[src/hw/rtl/cflwa_pkg.sv]
`timescale 1ns / 1ps
package cflwa_pkg;

    localparam int HEADER_BYTES = 8;
    localparam int MAX_SECTORS  = 256;

    localparam int LEN_W   = 16;
    localparam int SB_W    = 17;
    localparam int SC_W    = 9;
    localparam int OFF_W   = 24;
    localparam int SEC_W   = 8;
    localparam int HEAD_W  = 25;
    localparam int NUM_W   = 26;
    localparam int QUOT_W  = 9;
    localparam int STEP_W  = 4;
    localparam int CFG_IDX_W = 1;

    localparam logic [SB_W-1:0] SB_MIN   = SB_W'(16);
    localparam logic [SB_W-1:0] SB_MAX   = SB_W'(65536);
    localparam logic [SB_W-1:0] SB_RESET = SB_W'(4096);
    localparam logic [SC_W-1:0] SC_MIN   = SC_W'(1);
    localparam logic [SC_W-1:0] SC_MAX   = SC_W'(MAX_SECTORS);
    localparam logic [SC_W-1:0] SC_RESET = SC_W'(16);

    localparam logic [QUOT_W-1:0] QUOT_SAT  = QUOT_W'(256);
    localparam logic [STEP_W-1:0] STEP_TOP  = STEP_W'(8);

    localparam logic [CFG_IDX_W-1:0] REG_SECTOR_BYTES = CFG_IDX_W'(0);
    localparam logic [CFG_IDX_W-1:0] REG_SECTOR_COUNT = CFG_IDX_W'(1);

    typedef enum logic [2:0] {
        ST_IDLE,
        ST_CHECK,
        ST_DIV_W,
        ST_DIV_E,
        ST_DIV_H,
        ST_DONE
    } t_state;

    typedef struct packed {
        logic             start;
        logic [NUM_W-1:0] numer;
    } t_div_req;

    typedef struct packed {
        logic              done;
        logic [QUOT_W-1:0] quot;
        logic [SB_W-1:0]   rem;
    } t_div_rsp;

endpackage

[src/hw/rtl/circular_flash_log_write_allocator.sv]
`timescale 1ns / 1ps
// Write-pointer allocator for a circular log in erase-sector flash.
// Input channel: i_valid / o_stall carry one request, i_payload_length, the
// data bytes of a block to append (an 8-byte header is added internally).
// Output channel: o_valid / i_stall carry one result per request: accepted
// flag, write offset, erase command and sector, generation bit, tail sector
// and tail-moved flag.
// Configuration: i_cfg_wr_en with i_cfg_index (0 sector size, 1 sector count)
// and i_cfg_wdata; the user must write only while idle, as the block does not
// enforce this. Out-of-range values are clamped, the count after truncation
// to 9 bits. A rejected block needs no division; a placed block takes three
// passes through one shared restoring divider resolving one sector-index bit
// per cycle.
// One request is processed at a time; o_stall is high from acceptance until
// the result has been handed to the output register.
// The output register holds a result while i_stall is high; the next request
// may be accepted and processed meanwhile, and waits to deliver its result.
// Reset (synchronous, i_rst_n low) empties the log: head, tail, generation
// and tail-full flag clear, sector size returns to 4096 and count to 16.
module circular_flash_log_write_allocator
    import cflwa_pkg::*;
(
    input  logic                 i_clk,
    input  logic                 i_rst_n,
    input  logic                 i_cfg_wr_en,
    input  logic [CFG_IDX_W-1:0] i_cfg_index,
    input  logic [SB_W-1:0]      i_cfg_wdata,
    input  logic                 i_valid,
    output logic                 o_stall,
    input  logic [LEN_W-1:0]     i_payload_length,
    output logic                 o_valid,
    input  logic                 i_stall,
    output logic                 o_accepted,
    output logic [OFF_W-1:0]     o_place_offset,
    output logic                 o_erase_needed,
    output logic [SEC_W-1:0]     o_erase_index,
    output logic                 o_stamp_generation,
    output logic [SEC_W-1:0]     o_oldest_sector,
    output logic                 o_tail_moved
);

    t_state r_state;
    t_state n_state;

    logic [SB_W-1:0]   r_sector_bytes;
    logic [SC_W-1:0]   r_sector_count;
    logic [HEAD_W-1:0] r_head;
    logic [SEC_W-1:0]  r_tail;
    logic              r_gen;
    logic              r_tail_full;

    logic [SB_W-1:0]   r_size;
    logic              r_reject;
    logic [QUOT_W-1:0] r_wsec;
    logic [OFF_W-1:0]  r_woff;
    logic [SEC_W-1:0]  r_sec;
    logic              r_erase;
    logic              r_moved;

    t_div_req          w_req;
    t_div_rsp          w_rsp;

    logic [SB_W-1:0]   w_s_eff;
    logic [SC_W-1:0]   w_n_eff;
    logic              w_in_acc;
    logic              w_out_free;
    logic              w_too_big;
    logic [NUM_W-1:0]  w_end;
    logic              w_cross;
    logic [QUOT_W-1:0] w_sec0;
    logic [NUM_W-1:0]  w_off0;
    logic              w_wrap;
    logic [QUOT_W-1:0] w_sec;
    logic [NUM_W-1:0]  w_off;
    logic              w_erase;
    logic              w_moved;
    logic [QUOT_W-1:0] w_tail_inc;
    logic [SEC_W-1:0]  w_tail_nxt;
    logic [HEAD_W-1:0] w_head_new;

    cflwa_div u_div (
        .i_clk     (i_clk),
        .i_rst_n   (i_rst_n),
        .i_req     (w_req),
        .i_divisor (w_s_eff),
        .o_rsp     (w_rsp)
    );

    // clamp configuration
    always_comb begin
        if (r_sector_bytes < SB_MIN) begin
            w_s_eff = SB_MIN;
        end else if (r_sector_bytes > SB_MAX) begin
            w_s_eff = SB_MAX;
        end else begin
            w_s_eff = r_sector_bytes;
        end
        if (r_sector_count < SC_MIN) begin
            w_n_eff = SC_MIN;
        end else if (r_sector_count > SC_MAX) begin
            w_n_eff = SC_MAX;
        end else begin
            w_n_eff = r_sector_count;
        end
    end

    assign w_in_acc   = i_valid && !o_stall;
    assign w_out_free = !o_valid || !i_stall;
    assign w_too_big  = r_size > w_s_eff;

    // placement from the end-sector quotient
    assign w_end      = NUM_W'(r_head) + NUM_W'(r_size) - NUM_W'(1);
    assign w_cross    = w_rsp.quot != r_wsec;
    assign w_sec0     = w_cross ? w_rsp.quot : r_wsec;
    assign w_off0     = w_cross ? (w_end - NUM_W'(w_rsp.rem)) : NUM_W'(r_head);
    assign w_wrap     = w_sec0 >= w_n_eff;
    assign w_sec      = w_wrap ? '0 : w_sec0;
    assign w_off      = w_wrap ? '0 : w_off0;
    assign w_erase    = w_wrap || (w_sec == QUOT_W'(r_tail) && r_tail_full);
    assign w_moved    = w_erase && (w_sec == QUOT_W'(r_tail));
    assign w_tail_inc = QUOT_W'(r_tail) + QUOT_W'(1);
    assign w_tail_nxt = w_moved ? ((w_tail_inc == w_n_eff) ? '0 : w_tail_inc[SEC_W-1:0])
                                : r_tail;
    assign w_head_new = HEAD_W'(w_off + NUM_W'(r_size));

    // next state
    always_comb begin
        n_state = r_state;
        case (r_state)
            ST_IDLE: begin
                if (w_in_acc) begin
                    n_state = ST_CHECK;
                end
            end
            ST_CHECK: begin
                n_state = w_too_big ? ST_DONE : ST_DIV_W;
            end
            ST_DIV_W: begin
                if (w_rsp.done) begin
                    n_state = ST_DIV_E;
                end
            end
            ST_DIV_E: begin
                if (w_rsp.done) begin
                    n_state = ST_DIV_H;
                end
            end
            ST_DIV_H: begin
                if (w_rsp.done) begin
                    n_state = ST_DONE;
                end
            end
            ST_DONE: begin
                if (w_out_free) begin
                    n_state = ST_IDLE;
                end
            end
            default: begin
                n_state = ST_IDLE;
            end
        endcase
    end

    // divider requests and input stall
    always_comb begin
        w_req.start = 1'b0;
        w_req.numer = NUM_W'(r_head);
        o_stall     = 1'b1;
        case (r_state)
            ST_IDLE: begin
                o_stall = 1'b0;
            end
            ST_CHECK: begin
                w_req.start = !w_too_big;
                w_req.numer = NUM_W'(r_head);
            end
            ST_DIV_W: begin
                w_req.start = w_rsp.done;
                w_req.numer = w_end;
            end
            ST_DIV_E: begin
                w_req.start = w_rsp.done;
                w_req.numer = NUM_W'(w_head_new);
            end
            default: begin
                w_req.start = 1'b0;
            end
        endcase
    end

    always_ff @(posedge i_clk) begin
        if (!i_rst_n) begin
            r_state        <= ST_IDLE;
            r_sector_bytes <= SB_RESET;
            r_sector_count <= SC_RESET;
            r_head         <= '0;
            r_tail         <= '0;
            r_gen          <= 1'b0;
            r_tail_full    <= 1'b0;
            o_valid        <= 1'b0;
        end else begin
            r_state <= n_state;
            if (i_cfg_wr_en) begin
                case (i_cfg_index)
                    REG_SECTOR_BYTES: r_sector_bytes <= i_cfg_wdata;
                    REG_SECTOR_COUNT: r_sector_count <= i_cfg_wdata[SC_W-1:0];
                    default: begin
                    end
                endcase
            end
            if (r_state == ST_DIV_E && w_rsp.done) begin
                r_head <= w_head_new;
                r_tail <= w_tail_nxt;
                r_gen  <= r_gen ^ w_wrap;
            end
            if (r_state == ST_DIV_H && w_rsp.done && w_rsp.quot != QUOT_W'(r_tail)) begin
                r_tail_full <= 1'b1;
            end
            if (r_state == ST_DONE && w_out_free) begin
                o_valid <= 1'b1;
            end else if (!i_stall) begin
                o_valid <= 1'b0;
            end
        end
    end

    always_ff @(posedge i_clk) begin
        if (w_in_acc) begin
            r_size <= SB_W'(i_payload_length) + SB_W'(HEADER_BYTES);
        end
        if (r_state == ST_CHECK) begin
            r_reject <= w_too_big;
        end
        if (r_state == ST_DIV_W && w_rsp.done) begin
            r_wsec <= w_rsp.quot;
        end
        if (r_state == ST_DIV_E && w_rsp.done) begin
            r_woff  <= w_off[OFF_W-1:0];
            r_sec   <= w_sec[SEC_W-1:0];
            r_erase <= w_erase;
            r_moved <= w_moved;
        end
        if (r_state == ST_DONE && w_out_free) begin
            o_accepted         <= !r_reject;
            o_place_offset     <= r_reject ? '0 : r_woff;
            o_erase_needed     <= !r_reject && r_erase;
            o_erase_index      <= (r_reject || !r_erase) ? '0 : r_sec;
            o_stamp_generation <= r_gen;
            o_oldest_sector    <= r_tail;
            o_tail_moved       <= !r_reject && r_moved;
        end
    end

endmodule

[src/hw/rtl/cflwa_div.sv]
`timescale 1ns / 1ps
module cflwa_div
    import cflwa_pkg::*;
(
    input  logic            i_clk,
    input  logic            i_rst_n,
    input  t_div_req        i_req,
    input  logic [SB_W-1:0] i_divisor,
    output t_div_rsp        o_rsp
);

    logic              r_busy;
    logic              r_done;
    logic [STEP_W-1:0] r_step;
    logic [NUM_W-1:0]  r_rem;
    logic [NUM_W-1:0]  r_dsh;
    logic [QUOT_W-1:0] r_quot;

    logic              w_ge;
    logic [NUM_W-1:0]  w_diff;

    assign w_ge   = r_rem >= r_dsh;
    assign w_diff = r_rem - r_dsh;

    always_ff @(posedge i_clk) begin
        if (!i_rst_n) begin
            r_busy <= 1'b0;
            r_done <= 1'b0;
            r_step <= '0;
        end else begin
            r_done <= 1'b0;
            if (i_req.start) begin
                r_busy <= 1'b1;
                r_step <= STEP_TOP;
            end else if (r_busy) begin
                if (r_step == STEP_TOP && w_ge) begin
                    // quotient of 256 or more, saturate
                    r_busy <= 1'b0;
                    r_done <= 1'b1;
                end else if (r_step == '0) begin
                    r_busy <= 1'b0;
                    r_done <= 1'b1;
                end else begin
                    r_step <= r_step - STEP_W'(1);
                end
            end
        end
    end

    always_ff @(posedge i_clk) begin
        if (i_req.start) begin
            r_rem  <= i_req.numer;
            r_dsh  <= NUM_W'({i_divisor, 8'd0});
            r_quot <= '0;
        end else if (r_busy) begin
            if (r_step == STEP_TOP) begin
                if (w_ge) begin
                    r_quot <= QUOT_SAT;
                end
            end else if (w_ge) begin
                r_rem  <= w_diff;
                r_quot <= r_quot | (QUOT_W'(1) << r_step);
            end
            r_dsh <= r_dsh >> 1;
        end
    end

    assign o_rsp.done = r_done;
    assign o_rsp.quot = r_quot;
    assign o_rsp.rem  = r_rem[SB_W-1:0];

endmodule

[config.mk]
export PLATFORM = sky130hd
export DESIGN_NAME = circular_flash_log_write_allocator
export DESIGN_NICKNAME = d
export VERILOG_FILES = /design/src/hw/rtl/cflwa_pkg.sv /design/src/hw/rtl/circular_flash_log_write_allocator.sv /design/src/hw/rtl/cflwa_div.sv
export SDC_FILE = /design/constraint.sdc
export NUM_CORES = 1
export LEC_CHECK = 0
export CAP_MARGIN = 20
export CORE_AREA = 5 5 169 171
export DETAILED_ROUTE_END_ITERATION = 7
export DIE_AREA = 0 0 174 176
export DONT_BUFFER_PORTS = 1
export PLACE_DENSITY_LB_ADDON = 0.12
export SYNTH_ARGS = -nofsm -noshare
export SYNTH_HDL_FRONTEND = slang
export SYNTH_SLANG_ARGS = --single-unit
[constraint.sdc]
create_clock -name i_clk -period 11.4 [get_ports i_clk]
set_input_delay 1.14 -clock i_clk [delete_from_list [all_inputs] [get_ports i_clk]]
set_output_delay 1.14 -clock i_clk [all_outputs]
set_load 0.005 [all_outputs]
# Word-level counts from Yosys, hierarchy flattened
# Index checks and enable logic that the tools add are counted.
dict set report classes {
  shift 1
  magnitude_cmp 7
  muxes 40
  addsub 8
  n_bitwise 7
  reduce_logical 34
  n_eq_ne 19
}
# operator n
set ops {}
lappend ops {{$mux W26} 4}
lappend ops {{$mux W25} 4}
lappend ops {{$mux W9} 7}
lappend ops {{$pmux W26 S2} 1}
lappend ops {{$mux W17} 2}
lappend ops {{$add A25 B17 Y26} 1}
lappend ops {{$ge A26 B25 Y1} 1}
lappend ops {{$sub A26 B1 Y26 const B} 1}
lappend ops {{$sub A26 B25 Y26} 1}
lappend ops {{$add A25 B17 Y25} 1}
lappend ops {{$sub A25 B17 Y25} 1}
lappend ops {{$mux W3} 6}
lappend ops {{$pmux W3 S6} 1}
lappend ops {{$add A16 B4 Y17 const B} 1}
lappend ops {{$gt A17 B17 Y1} 1}
lappend ops {{$gt A17 B17 Y1 const B} 1}
lappend ops {{$lt A17 B5 Y1 const B} 1}
lappend ops {{$mux W4} 4}
lappend ops {{$ne A2 B1 Y1 const B} 7}
lappend ops {{$logic_and A1 B1 Y1} 11}
lappend ops {{$add A8 B1 Y9 const B} 1}
lappend ops {{$eq A9 B8 Y1} 1}
lappend ops {{$eq A9 B9 Y1} 1}
lappend ops {{$ge A9 B9 Y1} 1}
lappend ops {{27 further kinds} 55}
dict set report totals {
  out_inout_bits 46
  regBits 236
  inputBits 39
  wordCells 146
}

# Depth between registers and ports, before layout
# Gate-level depths: netlist of run 1.
dict set report depth {
  depth_word 10
  ltp_mapped 31
  ltp_nobuf 31
}

# Hierarchy
# From an unflattened synthesis of run 1, not the netlist that was laid out.
dict set report hier_totals {
  cells_unflattened 1866
  hier_area_um2 16529.6
}
# module seq_area_each_um2 area_per_inst_um2 instances cells_each
set modules_own_cells {}
lappend modules_own_cells {circular_flash_log_write_allocator 4454.3 12134.1 1 1381}
lappend modules_own_cells {cflwa_div 1751.7 4395.5 1 485}

# Least setup slack after synthesis of run 1
# Ideal clock, no wire load.
dict set report synth_path {
  kind {flip-flop to flip-flop}
  start {register r_size[1]}
  end {register u_div.r_rem[20], data pin}
  arrival_time_ns 5.465
  slack_ns 5.665
  setup_ns 0.270
  required_time_ns 11.130
  period_less_slack_ns 5.735
  n_path_buf 0
  stages_incl_launch_ff 30
  cell_sequence {edfxtp_1 -> inv_1 -> ha_1 -> inv_1 -> ha_1 -> inv_1 -> fa_1 -> nand2b_1 -> nand2b_1 -> a21oi_1 -> xnor2_1 -> ha_1 -> o21a_1 -> nor2_1 -> a31o_2 -> o21ai_0 -> xor2_1 -> nand2_1 -> a21oi_1 -> ha_1 -> a21o_1 -> a21o_1 -> a22o_1 -> a31o_2 -> or4b_2 -> a31oi_1 -> nor3_1 -> xor2_1 -> o21ai_0 -> a21oi_1}
}
dict set report synth_between {
  elab_chain_cells 8
  word_cells_on_any_way 11
  cone_classes {4 x add/sub; 1 x order compare; 5 x mux; 1 x reduce/logical}
}
# element line
set synth_lines {}
lappend synth_lines {{start, declared} circular_flash_log_write_allocator.sv:52} ;# logic [SB_W-1:0] r_size;
lappend synth_lines {{start signal, assigned} circular_flash_log_write_allocator.sv:229} ;# r_size <= SB_W'(i_payload_length) + SB_W'(HEADER_BYTES);
lappend synth_lines {{$add A25 B17 Y26} circular_flash_log_write_allocator.sv:112} ;# assign w_end = NUM_W'(r_head) + NUM_W'(r_size) - NUM_W'(1);
lappend synth_lines {{$sub A26 B1 Y26} circular_flash_log_write_allocator.sv:112}
lappend synth_lines {{$sub A25 B17 Y25} circular_flash_log_write_allocator.sv:115} ;# assign w_off0 = w_cross ? (w_end - NUM_W'(w_rsp.rem)) : NUM_W'(r_head);
lappend synth_lines {{$mux W25} circular_flash_log_write_allocator.sv:115}
lappend synth_lines {{$mux W25} circular_flash_log_write_allocator.sv:118} ;# assign w_off = w_wrap ? '0 : w_off0;
lappend synth_lines {{named net w_off[9]} circular_flash_log_write_allocator.sv:74} ;# logic [NUM_W-1:0] w_off;
lappend synth_lines {{$add A25 B17 Y25} circular_flash_log_write_allocator.sv:124} ;# assign w_head_new = HEAD_W'(w_off + NUM_W'(r_size));
lappend synth_lines {{$pmux W26 S2} circular_flash_log_write_allocator.sv:169} ;# case (r_state)
lappend synth_lines {{$mux W26} cflwa_div.sv:51} ;# if (i_req.start) begin
lappend synth_lines {{end signal, assigned} cflwa_div.sv:52} ;# r_rem <= i_req.numer;
lappend synth_lines {{end signal, assigned} cflwa_div.sv:61} ;# r_rem <= w_diff;
lappend synth_lines {{end, declared} cflwa_div.sv:15} ;# logic [NUM_W-1:0] r_rem;
# The timed path passes the listed nets, and every way through them passes these cells.
# A chain may end at the register's enable or synchronous reset.

# Worst setup path after layout of run 1
# Same ends and word-level chain as after synthesis.

==> summary.txt, run 1 <==
Critical path
  • Crit end category: flip-flop
  • CP Data Arrival Time: 7300 ps
  • WP buf/inv: 3
  • Critical Path RT: 11690 ps
  • Cell family with most CP delay: compound AO/OA/AOI/OAI gates
  • Critical path class: flip-flop to flip-flop
  • Crit Path Max Fanout: 5
  • Startpoint types: flip-flop
  • CP max stage delay: 630 ps
  • Worst path slowest cell: or4b_2

Clocking
  • Clock Latency Late Sink: 560 ps
  • Setup Fix Bufs, Post-CTS: 0
  • Root Driver: clkbuf_16
  • CTS tree: built
  • Htree depth: 1
  • Resized Gates After CTS: 0
  • Hold buffer count at cts: 0
  • Clock Sinks: 236
  • Worst-path clk slew: 70 ps
  • Total CTS buffers: 27
  • CTS Buffer Depth: 3

Synth
  • Sequential area share after synthesis: 0.393
  • Area contributors post-synth: edfxtp_1 28%, dfxtp_1 11%, ha_1 11%
  • Synthesized netlist cell count: 1793
  • Most frequent cell after synthesis: nand2_1
  • Main synth FF type: edfxtp_1
  • Mapped Area: 15800 sq um
  • Post-synth top cells: 212 x nand2_1, 167 x a21oi_1, 162 x inv_1, 148 x edfxtp_1, 133 x ha_1
  • Yosys reg bits: 236
  • Simple-gate share of the synthesized area: 0.171
  • Xor/xnor share of the synthesized area: 0.0649
  • Mux share of post-synthesis cell area: 0.0176
  • Post-Synthesis Net Count: 1969
  • Post-synth ARST share: 0
  • Area leader, netlist: edfxtp_1
  • Post-synth EDFFs: 148
  • Yosys cell types: 77
  • Synth warn: 0
  • Complex-gate fraction of the synthesized area: 0.186
  • Post-Synth Adder-Cell Area: 0.110
  • Area share of the largest cell type after synthesis: 0.281
  • Mapped Avg Cell Area: 8.81 sq um
  • Largest family of logic cells by synthesized area: compound AO/OA/AOI/OAI gates

Finish
  • Diode count: 0
  • Fin cells: 2123
  • Nets: 1937
  • Share of cells above drive strength 1: 0.0522
  • Area Growth Syn to Fin: 7.89%

Routing
  • DR pass1 iterations: 6
  • WL final: 42200 um
  • Vias: 12932
  • Post-DRT Antenna Nets: 0
  • Via density: 6.09
  • # DRC: 0
  • First DRT Iteration DRCs: 1078
  • Avg WL per Cell: 19.9 um

STA
  • Max Slew Vio Count: 0
  • Crit path time final: 7010 ps
  • Max-slew headroom at the worst pin: 0.333
  • Fmax: 143 MHz
  • Tightest Pin Transition: 997 ps
  • RSZ-0062 raised after global routing: no
  • Hold Vio Cnt, Final: 0
  • Final setup vio count: 0
  • Fin Setup TNS: 0 ps
  • Worst Hold Slack: 464 ps
  • Final clock skew: 18.8 ps
  • Final period util: 0.615

Die
  • Initial Util: 0.591
  • Num ports: 85
  • Die width: 174 um
  • DIE AREA: 30600 sq um
  • Core area: 26700 sq um
  • Row cnt: 60
  • Die height: 176 um

Place
  • HPWL Detailed: 31400 um
  • Port buffer count: 0
  • Placed cell count: 2070
  • GP Congestion: 0.927

Pwr
  • P_sw: 2.71 mW
  • Logic pwr share: 0.629
  • Leakage Power: 6.79 nW
  • Clock share of power: 0.156
  • Internal: 3.14 mW
  • VDD IR-drop max: 0.201 mV
  • Sw frac: 0.464
  • Cell Pwr Density: 343 nW/um^2
  • Reg power frac: 0.216

GRT
  • Antenna violations before repair: 2
  • Global-route wire length before repair: 66100 um
  • Vias in the first global route: 12127
  • Tot GR Track Use: 0.270
  • Largest net degree at the start of global routing: 66
  • Total grt overflow: 0

Status
  • Outcome: complete, no violations

Worst hold path
  • HP Class: flip-flop to flip-flop

Flow run
  • Max-Cap Viols: 0
==> worst paths after layout <==
path	cells past startpoint	slack, ps	to	startpoint
setup / recovery	27	4390	u_div.r_rem[20]	r_size[1]
hold / removal	2	460	r_sector_count[0]	r_sector_count[0]
setup reg to reg	27	4390	u_div.r_rem[20]	r_size[1]
hold reg to reg	2	460	r_sector_count[0]	r_sector_count[0]
==> cells in the final DEF (no fill, tap or decap), drive strengths merged, types with 5 or more instances in the layout <==
cell type / n
edfxtp: 148
inv: 163
xnor2: 76
or2: 5
a211oi: 30
and3: 7
and2: 24
dfxtp: 88
o21bai: 12
a211o: 6
mux2i: 21
nor4: 12
a21oi: 168
or3: 6
nand3: 47
xor2: 41
a221oi: 6
o21a: 31
nor2b: 36
mux2: 6
o22ai: 10
o21ai: 98
clkbuf: 42
nor2: 127
a31oi: 12
nor3: 35
nand2b: 26
buf: 14
nand4: 15
clkinv: 8
nand2: 212
o311ai: 6
a21boi: 7
a21o: 31
o211ai: 13
ha: 133
==> flip-flops by register name, indices dropped and copies added, names as in the netlist, 3 cells and up <==
signal	count
r_tail	8
o_erase_index	8
o_oldest_sector	8
u_div.r_step	4
r_wsec	9
r_woff	24
r_state	3
r_size	17
u_div.r_dsh	25
r_head	25
r_sector_count	9
r_sec	8
u_div.r_rem	26
u_div.r_quot	9
o_place_offset	24
r_sector_bytes	17
==> power groups by stage <==
stage	logic, mW	registers (mW)	clock network (mW)
after floorplan	2.74	1.22	0
after global placement	3.46	1.28	0
after detailed placement	3.55	1.28	0
after CTS	3.57	1.27	0.926
after global routing	4.00	1.27	0.967
final	3.68	1.26	0.910
==> tightest hold or removal path, cell delays in order, from the launching register on <==
cell and delay, ps:
dfxtp_1 310, nand2_1 50, a21oi_1 60
==> per-stage QoR <==
stage	instance area, sq um	setup slack, ps	utilization	power (mW)
2_1_floorplan	15800	5670	-	3.97
3_3_place_gp	16100	4820	0.601	4.74
3_5_place_dp	16100	4610	0.601	4.83
4_1_cts	17000	4600	0.636	5.76
5_1_grt	17000	4050	0.638	6.24
6_report	17000	4390	0.638	5.85
==> logic make-up after synthesis <==
logic type      count (synthesis)
buf+inv                       240
xor+xnor                      117
mux                            27
simple gates                  571
fa+ha+maj                     137
compound gates                465
flops                         236
==> cell type report <==
| cell class | instances | area, sq um |
|---|---|---|
| Multi-Input combinational cell | 1317 | 8720 |
| Fill cell | 2287 | 9680 |
| Sequential cell | 236 | 6210 |
| Inverter | 164 | 616 |
| Tap cell | 341 | 427 |
| Clock inverter | 9 | 116 |
| Timing Repair Buffer | 15 | 138 |
| Clock buffer | 41 | 821 |
==> routing by layer <==
metal  wire [um]  GRT usage  vias up
met5          13          0        -
met3        3990     0.0651       84
li1            -          -     6251
met4        1210     0.0802        2
met2       18400      0.417      559
met1       18600      0.379     6036
Power figures use the tool's default switching activity.
==> inputs of run 2 (changes only) <==
Settings changed: CORE_AREA 5 5 169 171 to 5 5 170 172, DIE_AREA 0 0 174 176 to 0 0 175 177.
Clock period 11.4 ns to 5.8 ns, I/O delays scaled along.
==> run 2 against run 1 <==
Compared with the run above: final cell count is 8.1% higher; clock-buffer cell count fell by 2; maximum frequency rose by 21%; utilization rose by 4.7 points; register-to-register slack worse by 4400 ps.
==> summary.txt, run 2 (synthesis results as in run 1) <==
Place
  • HPWL Detailed: 33800 um (+7.8%)
  • GP Congestion: 0.985 (+6.3%)
  • Placed instance area: 17100 sq um (+6.7%)
  • Port buffer count: 0 (unchanged)

Clocking
  • Clock Latency Late Sink: 560 ps (about the same)
  • Root Driver: clkbuf_16
  • Total CTS buffers: 26 (-3.7%)
  • Worst-path clk slew: 60 ps (about the same)
  • CTS tree: built
  • Htree depth: 1 (unchanged)
  • CTS Buffer Depth: 3 (unchanged)
  • Clock Sinks: 236 (unchanged)
  • Hold buffer count at cts: 0 (unchanged)

Critical path
  • CP Depth: 31 (+15%)
  • Startpoint types: flip-flop
  • CP max stage delay: 530 ps (-100 ps)
  • Reg2Reg Launch Point: r_size[0]
  • Reg2reg setup slack: 10 ps (-4380 ps)
  • WP buf/inv: 7 (+4)
  • Cell family with most CP delay: compound AO/OA/AOI/OAI gates
  • Critical path class: flip-flop to flip-flop
  • CP Data Arrival Time: 6050 ps (-1250 ps)
  • Crit Path Max Fanout: 4 (-1)
  • CP Launch Point: r_size[0]
  • Crit end category: flip-flop
  • Reg2Reg Depth: 31 (+15%)
  • Worst path slowest cell: or4b_4
  • CP most frequent cell: buf_4
  • Critical Path RT: 6060 ps (-5630 ps)

Die
  • DIE AREA: 31000 sq um (+1.1%)
  • Row cnt: 61 (+1.7%)
  • Initial Util: 0.578 (-0.0129)
  • Core area: 27300 sq um (+2.2%)
  • Num ports: 85 (unchanged)
  • Die width: 175 um (+0.57%)
  • Die height: 177 um (+0.57%)

Finish
  • Area Growth Syn to Fin: 18.5%
  • Commonest non-fill, non-tap cell in the layout: nand2_1
  • Nets: 2106 (+8.7%)
  • Diode count: 0 (unchanged)
  • Max reg flops: 26 (unchanged)
  • Share of cells above drive strength 1: 0.175 (+0.123)
  • Regs by FF count: u_div.r_rem: 26 flops, r_head: 25 flops, u_div.r_dsh: 25 flops
  • Design Area, Final: 18700 sq um (+9.8%)
  • Reg with most FFs: u_div.r_rem
  • Commonest cells after routing, fill and taps aside: 211 x nand2_1, 184 x buf_4, 155 x inv_1

Routing
  • Post-DRT Antenna Nets: 0 (unchanged)
  • Vias: 13604 (+5.2%)
  • Avg WL per Cell: 19.6 um (-1.4%)
  • WL final: 45000 um (+6.6%)
  • First DRT Iteration DRCs: 1292 (+20%)
  • # DRC: 0 (unchanged)
  • DR pass1 iterations: 5 (-1)
  • Via density: 5.93 (-2.7%)

STA
  • Max Slew Vio Count: 0 (unchanged)
  • Max-slew headroom at the worst pin: 0.288 (-0.0451)
  • Final setup vio count: 0 (unchanged)
  • Fmax: 173 MHz (+21%)
  • Hold Vio Cnt, Final: 0 (unchanged)
  • Final clock skew: 15.4 ps (-3.43 ps)
  • RSZ-0062 raised after global routing: yes
  • Final period util: 0.998 (+0.384)
  • Tightest Pin Transition: 1070 ps (+71.3 ps)
  • Crit path time final: 5790 ps (-1220 ps)

GRT
  • Largest net degree at the start of global routing: 46 (-30%)
  • Vias in the first global route: 12888 (+6.3%)
  • Antenna violations before repair: 1 (-1)
  • Global-route wire length before repair: 69500 um (+5.1%)
  • Total grt overflow: 0 (unchanged)
  • Tot GR Track Use: 0.283 (+0.0134)

Status
  • Outcome: complete, no violations

Worst hold path
  • Min-delay src: i_rst_n
  • HP Class: input port to flip-flop
  • Hold Path Depth: 1 (-1)

Flow run
  • Max-Cap Viols: 0 (unchanged)
## run 2: worst paths after layout
path                                           end
worst min-delay path             r_sector_count[4]
worst max-delay path               u_div.r_rem[21]
worst min register to register  o_stamp_generation
worst max register to register     u_div.r_rem[21]
## run 2: cell type report
class | instances | area [sq um]
clock buffer | 39 | 734
clock inverter | 9 | 111
fill | 2160 | 8600
inverter | 164 | 616
multi-input combinational | 1317 | 9220
sequential | 236 | 6210
tap | 346 | 433
timing repair buffer | 185 | 1400
## run 2: what timing repair did
action                     4_1_cts  5_1_grt
setup buffers                    7       21
setup endpoints to repair       18       22
gates resized for setup         27       80
pin swaps                       16       67
## run 2: per-layer routing
metal | share of wire | global-route usage | vias to the layer above
met2 | 0.43 | 0.426 | 540
met3 | 0.084 | 0.0605 | 79
li1 | - | - | 6597
met1 | 0.45 | 0.407 | 6388
met4 | 0.033 | 0.0962 | 0
met5 | 0 | 0 | -
## run 2: per-stage QoR
step	worst slack [ps]	hold WS [ps]	utilization	std cells	setup TNS (ps)
floorplan	65.2	406	-	1793	0
global placement	-378	437	0.627	2218	-3860
global route	-224	90.7	0.685	2296	-2120
detailed placement	-414	456	0.627	2218	-4300
finish	10.3	114	0.685	2296	0
CTS	-8.07	93.6	0.664	2273	-13.8
Power of run 2 is left out: the tool's default activity adds up to more than one toggle a clock period on the data nets, which glitch-free logic cannot reach.
